==> src/rtl/mast_pkg.sv <==
// Package with payload types and fixed constants of the step tuner.
`default_nettype none
package mast_pkg;

	// Request codes.
	localparam logic [2:0] REQ_ACCEPT = 3'd0;
	localparam logic [2:0] REQ_REJECT = 3'd1;
	localparam logic [2:0] REQ_TUNE   = 3'd2;
	localparam logic [2:0] REQ_CLEAR  = 3'd3;
	localparam logic [2:0] REQ_WRITE  = 3'd4;

	// Register indexes on the configuration port.
	localparam logic REG_SKIP = 1'b0;
	localparam logic REG_CONC = 1'b1;

	// Mask width and reset values.
	localparam int MASK_BITS = 9;
	localparam logic [MASK_BITS-1:0] SKIP_RESET = 9'd96;
	localparam logic [MASK_BITS-1:0] CONC_RESET = 9'd254;

	// Target acceptance rate 0.33 and its complement 0.67 in Q0.16.
	localparam logic [15:0] RATE_TARGET = 16'd21627;
	localparam logic [15:0] RATE_REST   = 16'd43909;

	// Reciprocals of the two rate divisors, scaled by 2^48 and rounded up. For a 16-bit
	// operand x, (x * RECIP) >> 32 equals floor(x * 65536 / divisor) exactly.
	localparam logic [63:0] TWO_POW_48   = 64'd1 << 48;
	localparam logic [33:0] RECIP_TARGET =
		34'((TWO_POW_48 + 64'(RATE_TARGET) - 64'd1) / 64'(RATE_TARGET));
	localparam logic [33:0] RECIP_REST   =
		34'((TWO_POW_48 + 64'(RATE_REST) - 64'd1) / 64'(RATE_REST));

	// Width of the scale factor in Q2.16.
	localparam int FBITS = 18;

	typedef struct packed {
		logic [2:0]  req_type;
		logic [3:0]  move_index;
		logic [31:0] step_value;
	} req_t;

	typedef struct packed {
		logic        status;
		logic [3:0]  out_index;
		logic [31:0] out_value;
		logic        last;
	} rsp_t;

endpackage
`default_nettype wire

==> src/rtl/mcmc_acceptance_step_tuner_core.sv <==
// Top level of the step tuner: counter and step memories, request sequencer and tune datapath.
`default_nettype none
// Accept, reject, write and clear requests read the entry from memory in the cycle the word
// is accepted and write it back from the S_EX state once the output register is free. A tune
// request walks the move kinds one at a time. A move without tries only advances the scan; a
// skipped move passes through scan, load and write-back. A retuned move passes through a scan
// and a load state, one pass of the bit-serial rate divider, the scale factor state, which
// comes from a reciprocal multiplication, then a second divider pass when the step shrinks
// by division or a shift-add multiply when it grows, and a write-back state.
// Each write-back waits for the output register to be free. Results leave through one output
// register; a new request is taken while a finished result still waits there. No clearing
// pass is needed after reset.
module mcmc_acceptance_step_tuner_core
	import mast_pkg::*;
#(
	parameter int NUM_MOVES  = 9,
	parameter int COUNT_BITS = 32,
	parameter int STEP_BITS  = 32
) (
	input  wire logic        clk,
	input  wire logic        arst_n,
	input  wire logic        req_valid,
	output logic             req_stall,
	input  wire req_t        req,
	output logic             rsp_valid,
	input  wire logic        rsp_stall,
	output rsp_t             rsp,
	input  wire logic        psel,
	input  wire logic        penable,
	input  wire logic        pwrite,
	input  wire logic [2:0]  paddr,
	input  wire logic [31:0] pwdata,
	output logic [31:0]      prdata,
	output logic             pready
);

	localparam int IW   = (NUM_MOVES > 1) ? $clog2(NUM_MOVES) : 1;
	localparam int SCW  = $clog2(NUM_MOVES + 1);
	localparam int CW   = COUNT_BITS;
	localparam int SW   = STEP_BITS;
	localparam int XW   = (SW > 32) ? SW : 32;
	localparam int DVW  = ((CW > SW) ? CW : SW) + 16;
	localparam int DSW  = (CW > FBITS) ? CW : FBITS;
	localparam int DCW  = $clog2(DVW + 1);
	localparam int PW   = SW + FBITS;
	localparam logic [CW-1:0] CNT_MAX = '1;
	localparam logic [SW-1:0] STEP_MAX = '1;
	localparam logic [SW-1:0] STEP_INIT = (SW > 16) ? SW'(65536) : '1;

	// Sequencer states.
	localparam logic [2:0] S_IDLE = 3'd0;
	localparam logic [2:0] S_EX   = 3'd1;
	localparam logic [2:0] S_SCAN = 3'd2;
	localparam logic [2:0] S_LOAD = 3'd3;
	localparam logic [2:0] S_DIV  = 3'd4;
	localparam logic [2:0] S_MUL  = 3'd5;
	localparam logic [2:0] S_WB   = 3'd6;
	localparam logic [2:0] S_FAC  = 3'd7;

	// Divider passes.
	localparam logic [1:0] PH_RATE = 2'd0;
	localparam logic [1:0] PH_STEP = 2'd1;

	logic [2:0]            state_q;
	req_t                  req_q;
	logic [MASK_BITS-1:0]  skip_q, conc_q;
	logic [NUM_MOVES-1:0]  cvalid_q, svalid_q, act_q;
	logic [SCW-1:0]        scan_q;
	logic [IW-1:0]         rd_addr_q;
	logic [2*CW-1:0]       cnt_mem [NUM_MOVES];
	logic [SW-1:0]         step_mem [NUM_MOVES];
	logic [2*CW-1:0]       cnt_rd_q;
	logic [SW-1:0]         step_rd_q;
	logic                  rsp_valid_q;
	rsp_t                  rsp_q;

	// Tune datapath registers.
	logic [SW-1:0]         tn_step_q;
	logic                  gt_q, up_q;
	logic [15:0]           fx_q;
	logic [1:0]            dv_phase_q;
	logic [DVW-1:0]        dv_num_q;
	logic [DSW-1:0]        dv_den_q;
	logic [DSW:0]          dv_rem_q;
	logic [DCW-1:0]        dv_cnt_q;
	logic [FBITS-1:0]      mp_q;
	logic [PW-1:0]         mc_q, prod_q;

	logic                  accept, out_free, ex_ok, rd_en, rsp_set;
	logic [IW-1:0]         ex_addr, scan_idx, rd_addr;
	logic [CW-1:0]         cur_tr, cur_ac, ac_clamp;
	logic [SW-1:0]         cur_step, wr_step;
	logic [31:0]           mask_skip_x, mask_conc_x;
	logic                  tune_last;
	logic [DSW:0]          rem_sh;
	logic                  qbit;
	logic [15:0]           rate;
	logic [33:0]           recip;
	logic [49:0]           fq_prod;
	logic [16:0]           fq;
	logic [SW+1:0]         mul_res;
	logic [SW-1:0]         mul_step, div_step;
	logic [FBITS-1:0]      fac;
	logic [XW-1:0]         sv_x;

	assign accept    = req_valid && !req_stall;
	assign req_stall = (state_q != S_IDLE);
	assign out_free  = !rsp_valid_q || !rsp_stall;
	assign rsp_valid = rsp_valid_q;
	assign rsp       = rsp_q;
	assign pready    = 1'b1;

	// Register reads.
	always_comb begin
		prdata = '0;
		unique case (paddr[2])
			REG_SKIP: prdata = 32'(skip_q);
			REG_CONC: prdata = 32'(conc_q);
			default:  prdata = '0;
		endcase
	end

	// Index decode, read port selection and current entry values.
	always_comb begin
		ex_addr     = IW'(6'({2'b00, req_q.move_index}));
		ex_ok       = (6'({2'b00, req_q.move_index}) < 6'(NUM_MOVES));
		scan_idx    = scan_q[IW-1:0];
		rd_en       = accept || (state_q == S_SCAN && scan_q != SCW'(NUM_MOVES)
			&& act_q[scan_idx]);
		rd_addr     = accept ? IW'(6'({2'b00, req.move_index})) : scan_idx;
		cur_tr      = cvalid_q[rd_addr_q] ? cnt_rd_q[CW-1:0] : '0;
		cur_ac      = cvalid_q[rd_addr_q] ? cnt_rd_q[2*CW-1:CW] : '0;
		ac_clamp    = (cur_ac > cur_tr) ? cur_tr : cur_ac;
		cur_step    = svalid_q[rd_addr_q] ? step_rd_q : STEP_INIT;
		mask_skip_x = 32'(skip_q);
		mask_conc_x = 32'(conc_q);
		sv_x        = XW'(req_q.step_value);
		wr_step     = (sv_x > XW'(STEP_MAX)) ? STEP_MAX : SW'(sv_x);
		// A result is loaded when an accept, reject, clear or write request finishes or a tuned move is written back.
		rsp_set     = out_free && ((state_q == S_WB) || (state_q == S_EX
			&& (req_q.req_type inside {REQ_ACCEPT, REQ_REJECT, REQ_CLEAR, REQ_WRITE})));
		// The final tune result is the one with no active move above it.
		tune_last   = 1'b1;
		for (int j = 0; j < NUM_MOVES; j++) begin
			if (j > int'(scan_q) && act_q[j])
				tune_last = 1'b0;
		end
	end

	// One restoring divider step, the scale factor and the results of each pass.
	always_comb begin
		rem_sh   = {dv_rem_q[DSW-1:0], dv_num_q[DVW-1]};
		qbit     = (rem_sh >= {1'b0, dv_den_q});
		rate     = (|dv_num_q[DVW-1:16]) ? 16'hFFFF : dv_num_q[15:0];
		recip    = gt_q ? RECIP_REST : RECIP_TARGET;
		fq_prod  = 50'(fx_q) * 50'(recip);
		fq       = fq_prod[48:32];
		fac      = gt_q ? (FBITS'(65536) + FBITS'(fq))
			: (FBITS'(131072) - FBITS'(fq));
		mul_res  = prod_q[PW-1:16];
		mul_step = (|mul_res[SW+1:SW]) ? STEP_MAX : mul_res[SW-1:0];
		if (mul_step == '0)
			mul_step = SW'(1);
		div_step = dv_num_q[SW-1:0];
		if (div_step == '0)
			div_step = SW'(1);
	end

	// Memories: counters as {accepted, tried}, and step sizes.
	always_ff @(posedge clk) begin
		if (rd_en) begin
			cnt_rd_q  <= cnt_mem[rd_addr];
			step_rd_q <= step_mem[rd_addr];
			rd_addr_q <= rd_addr;
		end
		if (state_q == S_EX && out_free && ex_ok) begin
			if ((req_q.req_type == REQ_ACCEPT || req_q.req_type == REQ_REJECT)
				&& cur_tr != CNT_MAX)
				cnt_mem[ex_addr] <= {(req_q.req_type == REQ_ACCEPT && cur_ac != CNT_MAX)
					? cur_ac + CW'(1) : cur_ac, cur_tr + CW'(1)};
			if (req_q.req_type == REQ_WRITE)
				step_mem[ex_addr] <= wr_step;
		end
		if (state_q == S_WB && out_free)
			step_mem[scan_idx] <= tn_step_q;
	end

	// Request sequencer, tune datapath and output register.
	always_ff @(posedge clk or negedge arst_n) begin
		if (!arst_n) begin
			state_q     <= S_IDLE;
			skip_q      <= SKIP_RESET;
			conc_q      <= CONC_RESET;
			cvalid_q    <= '0;
			svalid_q    <= '0;
			act_q       <= '0;
			scan_q      <= '0;
			rsp_valid_q <= 1'b0;
		end else begin
			// Configuration writes.
			if (psel && penable && pwrite) begin
				unique case (paddr[2])
					REG_SKIP: skip_q <= pwdata[MASK_BITS-1:0];
					REG_CONC: conc_q <= pwdata[MASK_BITS-1:0];
					default:  ;
				endcase
			end
			if (rsp_set)
				rsp_valid_q <= 1'b1;
			else if (!rsp_stall)
				rsp_valid_q <= 1'b0;

			unique case (state_q)
				S_IDLE: begin
					if (accept) begin
						req_q   <= req;
						state_q <= S_EX;
					end
				end
				S_EX: begin
					case (req_q.req_type) inside
						REQ_ACCEPT, REQ_REJECT: begin
							if (out_free) begin
								state_q <= S_IDLE;
								if (!ex_ok) begin
									rsp_q <= '{status: 1'b1, out_index: req_q.move_index,
										out_value: '0, last: 1'b1};
								end else begin
									if (cur_tr != CNT_MAX) begin
										cvalid_q[ex_addr] <= 1'b1;
										act_q[ex_addr]    <= 1'b1;
									end
									rsp_q <= '{status: 1'b0, out_index: req_q.move_index,
										out_value: 32'(XW'(cur_step)), last: 1'b1};
								end
							end
						end
						REQ_TUNE: begin
							scan_q  <= '0;
							state_q <= S_SCAN;
						end
						REQ_CLEAR: begin
							if (out_free) begin
								cvalid_q <= '0;
								act_q    <= '0;
								rsp_q    <= '{status: 1'b0, out_index: '0, out_value: '0,
									last: 1'b1};
								state_q  <= S_IDLE;
							end
						end
						REQ_WRITE: begin
							if (out_free) begin
								if (ex_ok) begin
									svalid_q[ex_addr] <= 1'b1;
									rsp_q <= '{status: 1'b0, out_index: req_q.move_index,
										out_value: 32'(XW'(wr_step)), last: 1'b1};
								end else begin
									rsp_q <= '{status: 1'b0, out_index: '0, out_value: '0,
										last: 1'b1};
								end
								state_q <= S_IDLE;
							end
						end
						default: state_q <= S_IDLE;
					endcase
				end
				S_SCAN: begin
					if (scan_q == SCW'(NUM_MOVES))
						state_q <= S_IDLE;
					else if (act_q[scan_idx])
						state_q <= S_LOAD;
					else
						scan_q <= scan_q + SCW'(1);
				end
				S_LOAD: begin
					// Start the rate division, or pass the step through when skipped.
					tn_step_q  <= cur_step;
					dv_num_q   <= DVW'({ac_clamp, 16'b0});
					dv_den_q   <= DSW'(cur_tr);
					dv_rem_q   <= '0;
					dv_cnt_q   <= '0;
					dv_phase_q <= PH_RATE;
					state_q    <= mask_skip_x[5'(scan_q)] ? S_WB : S_DIV;
				end
				S_DIV: begin
					if (dv_cnt_q != DCW'(DVW)) begin
						dv_rem_q <= qbit ? (rem_sh - {1'b0, dv_den_q}) : rem_sh;
						dv_num_q <= {dv_num_q[DVW-2:0], qbit};
						dv_cnt_q <= dv_cnt_q + DCW'(1);
					end else begin
						dv_rem_q <= '0;
						dv_cnt_q <= '0;
						case (dv_phase_q)
							PH_RATE: begin
								// Distance of the rate above the target, or the rate itself when at or below it.
								gt_q    <= (rate > RATE_TARGET);
								up_q    <= (rate > RATE_TARGET) ^ mask_conc_x[5'(scan_q)];
								fx_q    <= (rate > RATE_TARGET) ? 16'(rate - RATE_TARGET)
									: rate;
								state_q <= S_FAC;
							end
							default: begin
								tn_step_q <= div_step;
								state_q   <= S_WB;
							end
						endcase
					end
				end
				S_FAC: begin
					// Apply the factor by multiplying or by dividing.
					if (up_q) begin
						prod_q  <= '0;
						mc_q    <= PW'(tn_step_q);
						mp_q    <= fac;
						state_q <= S_MUL;
					end else begin
						dv_num_q   <= DVW'({tn_step_q, 16'b0});
						dv_den_q   <= DSW'(fac);
						dv_phase_q <= PH_STEP;
						state_q    <= S_DIV;
					end
				end
				S_MUL: begin
					// Shift-add multiply of the step by the factor.
					if (dv_cnt_q != DCW'(FBITS)) begin
						if (mp_q[0])
							prod_q <= prod_q + mc_q;
						mc_q     <= {mc_q[PW-2:0], 1'b0};
						mp_q     <= {1'b0, mp_q[FBITS-1:1]};
						dv_cnt_q <= dv_cnt_q + DCW'(1);
					end else begin
						dv_cnt_q  <= '0;
						tn_step_q <= mul_step;
						state_q   <= S_WB;
					end
				end
				S_WB: begin
					// Store the step, clear the counters and report this move.
					if (out_free) begin
						svalid_q[scan_idx] <= 1'b1;
						cvalid_q[scan_idx] <= 1'b0;
						act_q[scan_idx]    <= 1'b0;
						rsp_q <= '{status: 1'b0, out_index: 4'(6'(scan_q)),
							out_value: 32'(XW'(tn_step_q)), last: tune_last};
						scan_q  <= scan_q + SCW'(1);
						state_q <= S_SCAN;
					end
				end
				default: state_q <= S_IDLE;
			endcase
		end
	end

endmodule
`default_nettype wire

==> config.mk <==
export PLATFORM = sky130hd
export DESIGN_NAME = mcmc_acceptance_step_tuner_core
export DESIGN_NICKNAME = d
export VERILOG_FILES = /design/src/rtl/mast_pkg.sv /design/src/rtl/mcmc_acceptance_step_tuner_core.sv
export SDC_FILE = /design/constraint.sdc
export NUM_CORES = 2
export LEC_CHECK = 0
export ABC_AREA = 1
export BUFFER_PORTS_ARGS = -buffer_cell sky130_fd_sc_hd__buf_2
export CAP_MARGIN = 10
export CORE_UTILIZATION = 36
export DETAILED_ROUTE_END_ITERATION = 6
export GPL_ROUTABILITY_DRIVEN = 0
export PLACE_DENSITY_LB_ADDON = 0.2
export SETUP_SLACK_MARGIN = 0.4
export SLEW_MARGIN = 25
export SYNTH_ARGS = -nofsm -noshare
export SYNTH_HDL_FRONTEND = slang
export SYNTH_SLANG_ARGS = --single-unit
export TNS_END_PERCENT = 100
==> constraint.sdc <==
create_clock -name clk -period 28.5 [get_ports clk]
set_input_delay 5.7 -clock clk [delete_from_list [all_inputs] [get_ports clk]]
set_output_delay 5.7 -clock clk [all_outputs]
set_load 0.1 [all_outputs]
## Yosys cells after proc, flatten, opt, wreduce, memory -nomap -nowiden

Memory sizes are Yosys's and may differ from the RTL's. A register that Yosys moved wholly into a read port is not among the register bits.
Index checks and enable logic that the tools add are counted.

- Memories: 2
- Bits in registers: 422
- Output and inout port bits: 73
- Input port bits: 81
- Logic and storage cells: 310
- Bits in writable memories: 864

Memory list:

| memory | depth | bits a word | read ports | clocked after Yosys merged registers in | wr ports | line | text |
|---|---|---|---|---|---|---|---|
| cnt_mem | 9 | 64 | 1 | 1 | 1 | mcmc_acceptance_step_tuner_core.sv:70 | `logic [2*CW-1:0] cnt_mem [NUM_MOVES];` |
| step_mem | 9 | 32 | 1 | 1 | 1 | mcmc_acceptance_step_tuner_core.sv:71 | `logic [SW-1:0] step_mem [NUM_MOVES];` |

- Bitwise operators: 10
- Mux-type cells: 132
- $mul: 1
- Magnitude comparators: 19
- Reduce and logical (&&, ||, !) cells: 63
- Equality and inequality tests: 46
- Add/sub/neg operators: 9

Operator list:

| kind | number |
|---|---|
| $mux W32 | 16 |
| $mux W38 | 9 |
| $mux W50 | 5 |
| $pmux W50 S2 | 2 |
| $pmux W32 S2 | 3 |
| $mux W9 | 20 |
| $pmux W48 S3 | 1 |
| $mux W48 | 2 |
| $pmux W32 S3 | 1 |
| $pmux W38 S2 | 1 |
| $add A32 B1 Y32 const B | 2 |
| $logic_not A32 Y1 | 2 |
| $ne A32 B32 Y1 const B | 2 |
| $reduce_or A32 Y1 | 2 |
| $mux W18 | 3 |
| $pmux W9 S2 | 3 |
| $add A50 B50 Y50 | 1 |
| $mul A16 B34 Y49 | 1 |
| $mux W37 | 1 |
| $or A9 B9 Y9 | 4 |
| $pmux W18 S2 | 1 |
| $mux W34 | 1 |
| $ne A2 B2 Y1 const B | 17 |
| $ge A33 B32 Y1 | 1 |
| other kinds (61) | 179 |

## Depth between registers and ports, before layout

- Word-level depth: 12
- Gate-level depth with buffers: 42
- Mapped depth without buffers: 41

## Worst setup path after synthesis

OpenSTA, ideal clock, no wires.

- Path type: input -> output
- From: input port paddr[2]
- To: output port prdata[3]
- Path buffers: 1
- Stages on the path: 2
- Data required time: 22.800 ns
- Path slack: 14.787 ns
- Arrival time: 8.013 ns
- Path through: clkbuf_1 > o21ai_0

- Cells in the longest elaborated chain, start to end: 2

RTL lines:

| element | line | text |
|---|---|---|
| from (decl) | mcmc_acceptance_step_tuner_core.sv:31 | `input wire logic [2:0] paddr,` |
| $not A1 Y1 (no source line) | n/a |  |
| $pmux W32 S2 (*) | mcmc_acceptance_step_tuner_core.sv:116 | `unique case (paddr[2])` |
| to (decl) | mcmc_acceptance_step_tuner_core.sv:33 | `output logic [31:0] prdata,` |

Every way passes the cells marked *; elsewhere a longest branch is shown, timed or not. The select of a mux whose other input is x is not followed.

## Final worst setup path

- From: input port paddr[2]
- To: output port prdata[2]

Same word-level chain as after synthesis.

==> impl_metrics.csv <==
group,metric,value,unit
cts,cts.sinks,1381,
timing,fin_skew,0.0694,ns
cts,post-cts-setup-buffer-count,0,
global_route,grt_usage,22.2,%
yosys,synth_seq_cells,1381,
layout,nNetsFinal,8495,
cts,cts_tree,"built",
layout,final_core_util,40.7,%
cts,cts_root_buf,"clkbuf_16",
routing,wire_per_inst,22.5,um
yosys,synthArstFlopShare,3.84,%
routing,routed_wl,242000,um
routing,detail-route-antenna-nets,0,
timing,fmaxAchievable,79.4,MHz
place,portBuffers,104,
worst_setup_path,worst_ep_arrival_time,6.89,ns
yosys,synth_warnings,0,
worst_setup_path,critical_path_class,"input pin to output pin",
timing,fin_setup_tns,0,ns
yosys,avgSynthCellArea,10.0,um^2
global_route,overflow,0,
timing,layout_min_cycle_time,12.59,ns
routing,wl_met3,13000,um
cts,htreeDepth,4,
hold_path,hp-class,"register to register",
floorplanning,core_area,0.213,mm^2
pwr,p_int,4.56,mW
cts,clkTransAtPathRegs,0.06,ns
routing,drt_iter0_drc,5395,
yosys,synthCells,7722,
layout,drive_gt1_share,6.99,%
pwr,combPwrFrac,36.9,%
worst_setup_path,required,22.80,ns
routing,viasPerCell,5.31,
pwr,clkPwrFrac,26.3,%
cts,postCtsHoldBufs,0,
pwr,p_switching,3.18,mW
routing,drc,0,
yosys,synthFlopType,"edfxtp_1",
floorplanning,boundaryPins,154,
job,max_cap_viol_count,0,
worst_setup_path,end_kind,"output pin",
pwr,seqPwrFrac,36.8,%
floorplanning,die_width,466,um
layout,area_growth,11.9,%
yosys,netlist_area,0.0773,mm^2
pwr,ir_worst_vdd,0.0000644,V
timing,rsz0062_at_grt,"false",
cts,cts_resized,0,
timing,setup_viol,0,
floorplanning,fp.dieArea,0.217,mm^2
cts,clock_latency,0.83,ns
global_route,grt_pass1_wl,361000,um
layout,final_cell_area,0.0865,mm^2
routing,dr_wl_met2,112000,um
routing,vias,57100,
place,place_hpwl,166000,um
timing,holdWs,0.475,ns
pwr,leakagePower,34.2,nW
floorplanning,fp.dieH,466,um
cts,clock_path_buffers,3,
yosys,synth-seq-area-share,53.3,%
place,dpl_cell_area,0.0812,mm^2
routing,top_layer_used,"met4",
floorplanning,initial_utilization,36.4,%
yosys,synth_cell_types,65,
pwr,swShare,41.1,%
timing,slew_headroom,26.1,%
timing,worstMarginPinSlew,1.11,ns
cts,numCtsBuffers,154,
global_route,grt_pass1_vias,56200,
floorplanning,row_count,169,
outcome,run_status,"complete, no violations",
timing,min_period_over_period,44.2,%
worst_setup_path,cp_max_fo,14,
timing,maxSlewViolCount,0,
pwr,p_per_area,89.5,mW/mm^2
worst_setup_path,start_kind,"input pin",
global_route,grt_start_max_net_pins,145,
routing,wl_met1,107000,um
timing,finalHoldViolations,0,
routing,dr.pass1.iters,6,
global_route,antenna_found_initial,9,
yosys,synth_edf_count,1328,
layout make-up:
class                   instances  area, um^2
fillers                     20900      126000
flip-flops and latches       1381       41200
multi-input cells            5027       31300
clock buffers                 206        4130
inverters                    1026        3870
well taps                    2821        3530
repair buffers                210        1390
clock inverters                75        1090
diodes                          8        20.0
cell usage in the layout, fill, tap and decap left out, types with 48 or more instances in the layout:
cell       instances
inv_1           1006
o22ai_1           48
o21ai_0          851
buf_4            101
buf_2            104
xor2_1            61
nand3_1          255
o211ai_1          60
o221ai_1         181
ha_1             315
a21oi_1          292
nand2_1         1421
clkbuf_16        154
fa_1             299
edfxtp_1        1328
nor2_1           804
nor3_1            49
per-stage QoR:
stage,std cells,setup WS [ns],total power [mW]
3_5_place_dp,10500,15.91,5.71
2_1_floorplan,7759,14.79,4.67
3_3_place_gp,10500,15.94,5.68
6_report,10800,15.91,7.74
5_1_grt,10800,15.84,8.14
4_1_cts,10700,15.91,7.76
state kept, by name (all words and copies together), names as in the netlist, 6 cells and up:
signal     count
cnt_mem      576
step_mem     288
cnt_rd_q      64
mc_q          50
prod_q        50
dv_num_q      48
rsp           38
dv_den_q      32
dv_rem_q      32
step_rd_q     32
sv_x          32
tn_step_q     32
mp_q          18
fx_q          16
act_q          9
conc_q         9
cvalid_q       9
skip_q         9
svalid_q       9
dv_cnt_q       6
Yosys cell counts, drive strengths merged (3+ instances only):
library cell	number	share of area, %
a211oi	5	0.049
a21boi	3	0.029
a21o	17	0.16
a21oi	292	1.9
a31oi	16	0.13
and2	3	0.024
buf	56	0.51
clkbuf	269	1.3
clkinv	5	0.024
dfrtp	44	1.4
dfstp	9	0.31
edfxtp	1328	52
fa	299	7.7
ha	315	5.1
inv	1021	5.0
nand2	1437	7.0
nand3	258	1.7
nand3b	7	0.068
nand4	43	0.42
nor2	840	4.2
nor3	62	0.45
nor4	39	0.34
o2111ai	3	0.034
o211ai	60	0.58
o21a	18	0.17
o21ai	895	5.8
o21bai	17	0.16
o221ai	181	2.0
o22ai	48	0.39
o31ai	5	0.049
or2	8	0.065
xnor2	37	0.42
xor2	61	0.69
power by group through the flow:
| stage | Combinational [mW] | Sequential (mW) | Clock (mW) |
|---|---|---|---|
| after CTS | 2.84 | 2.85 | 2.07 |
| after global routing | 3.12 | 2.86 | 2.15 |
| final | 2.86 | 2.85 | 2.03 |
| after global placement | 2.79 | 2.89 | 0 |
| after detailed placement | 2.83 | 2.89 | 0 |
| after floorplan | 1.78 | 2.90 | 0 |
worst paths after layout:
path | from | end | slack (ns) | cells past startpoint
max | paddr[2] | prdata[2] | 15.91 | 4
min | svalid_q[3] | svalid_q[3] | 0.48 | 1
max reg2reg | fx_q[14] | dv_den_q[12] | 19.70 | 36
min reg2reg | svalid_q[3] | svalid_q[3] | 0.48 | 1
max in group asynchronous | arst_n | skip_q[3] | 22.61 | 2
min in group asynchronous | arst_n | svalid_q[3] | 5.29 | 2
metal layers:
metal | track usage [%] | vias to the layer above
li1 | - | 26500
met1 | 30.4 | 28300
met2 | 35.5 | 1867
met3 | 2.83 | 438
met4 | 9.16 | 0
met5 | 0 | -
worst max-delay path, cell delays in order:
cell and delay, ns:
buf_2 0.29, inv_1 0.19, o21ai_0 0.24, buf_2 0.47
cells by family after synthesis:
kind of cell,after synthesis,synth area share [%]
AO/OA/AOI/OAI,1572,11.6
XOR/XNOR,98,1.11
adder cells (fa/ha/maj),614,12.8
buffers and inverters,1351,6.80
flip-flops,1381,53.3
other,2,0.00971
AND/OR/NAND/NOR,2704,14.3
No activity file was read; power rests on OpenSTA's default activity.
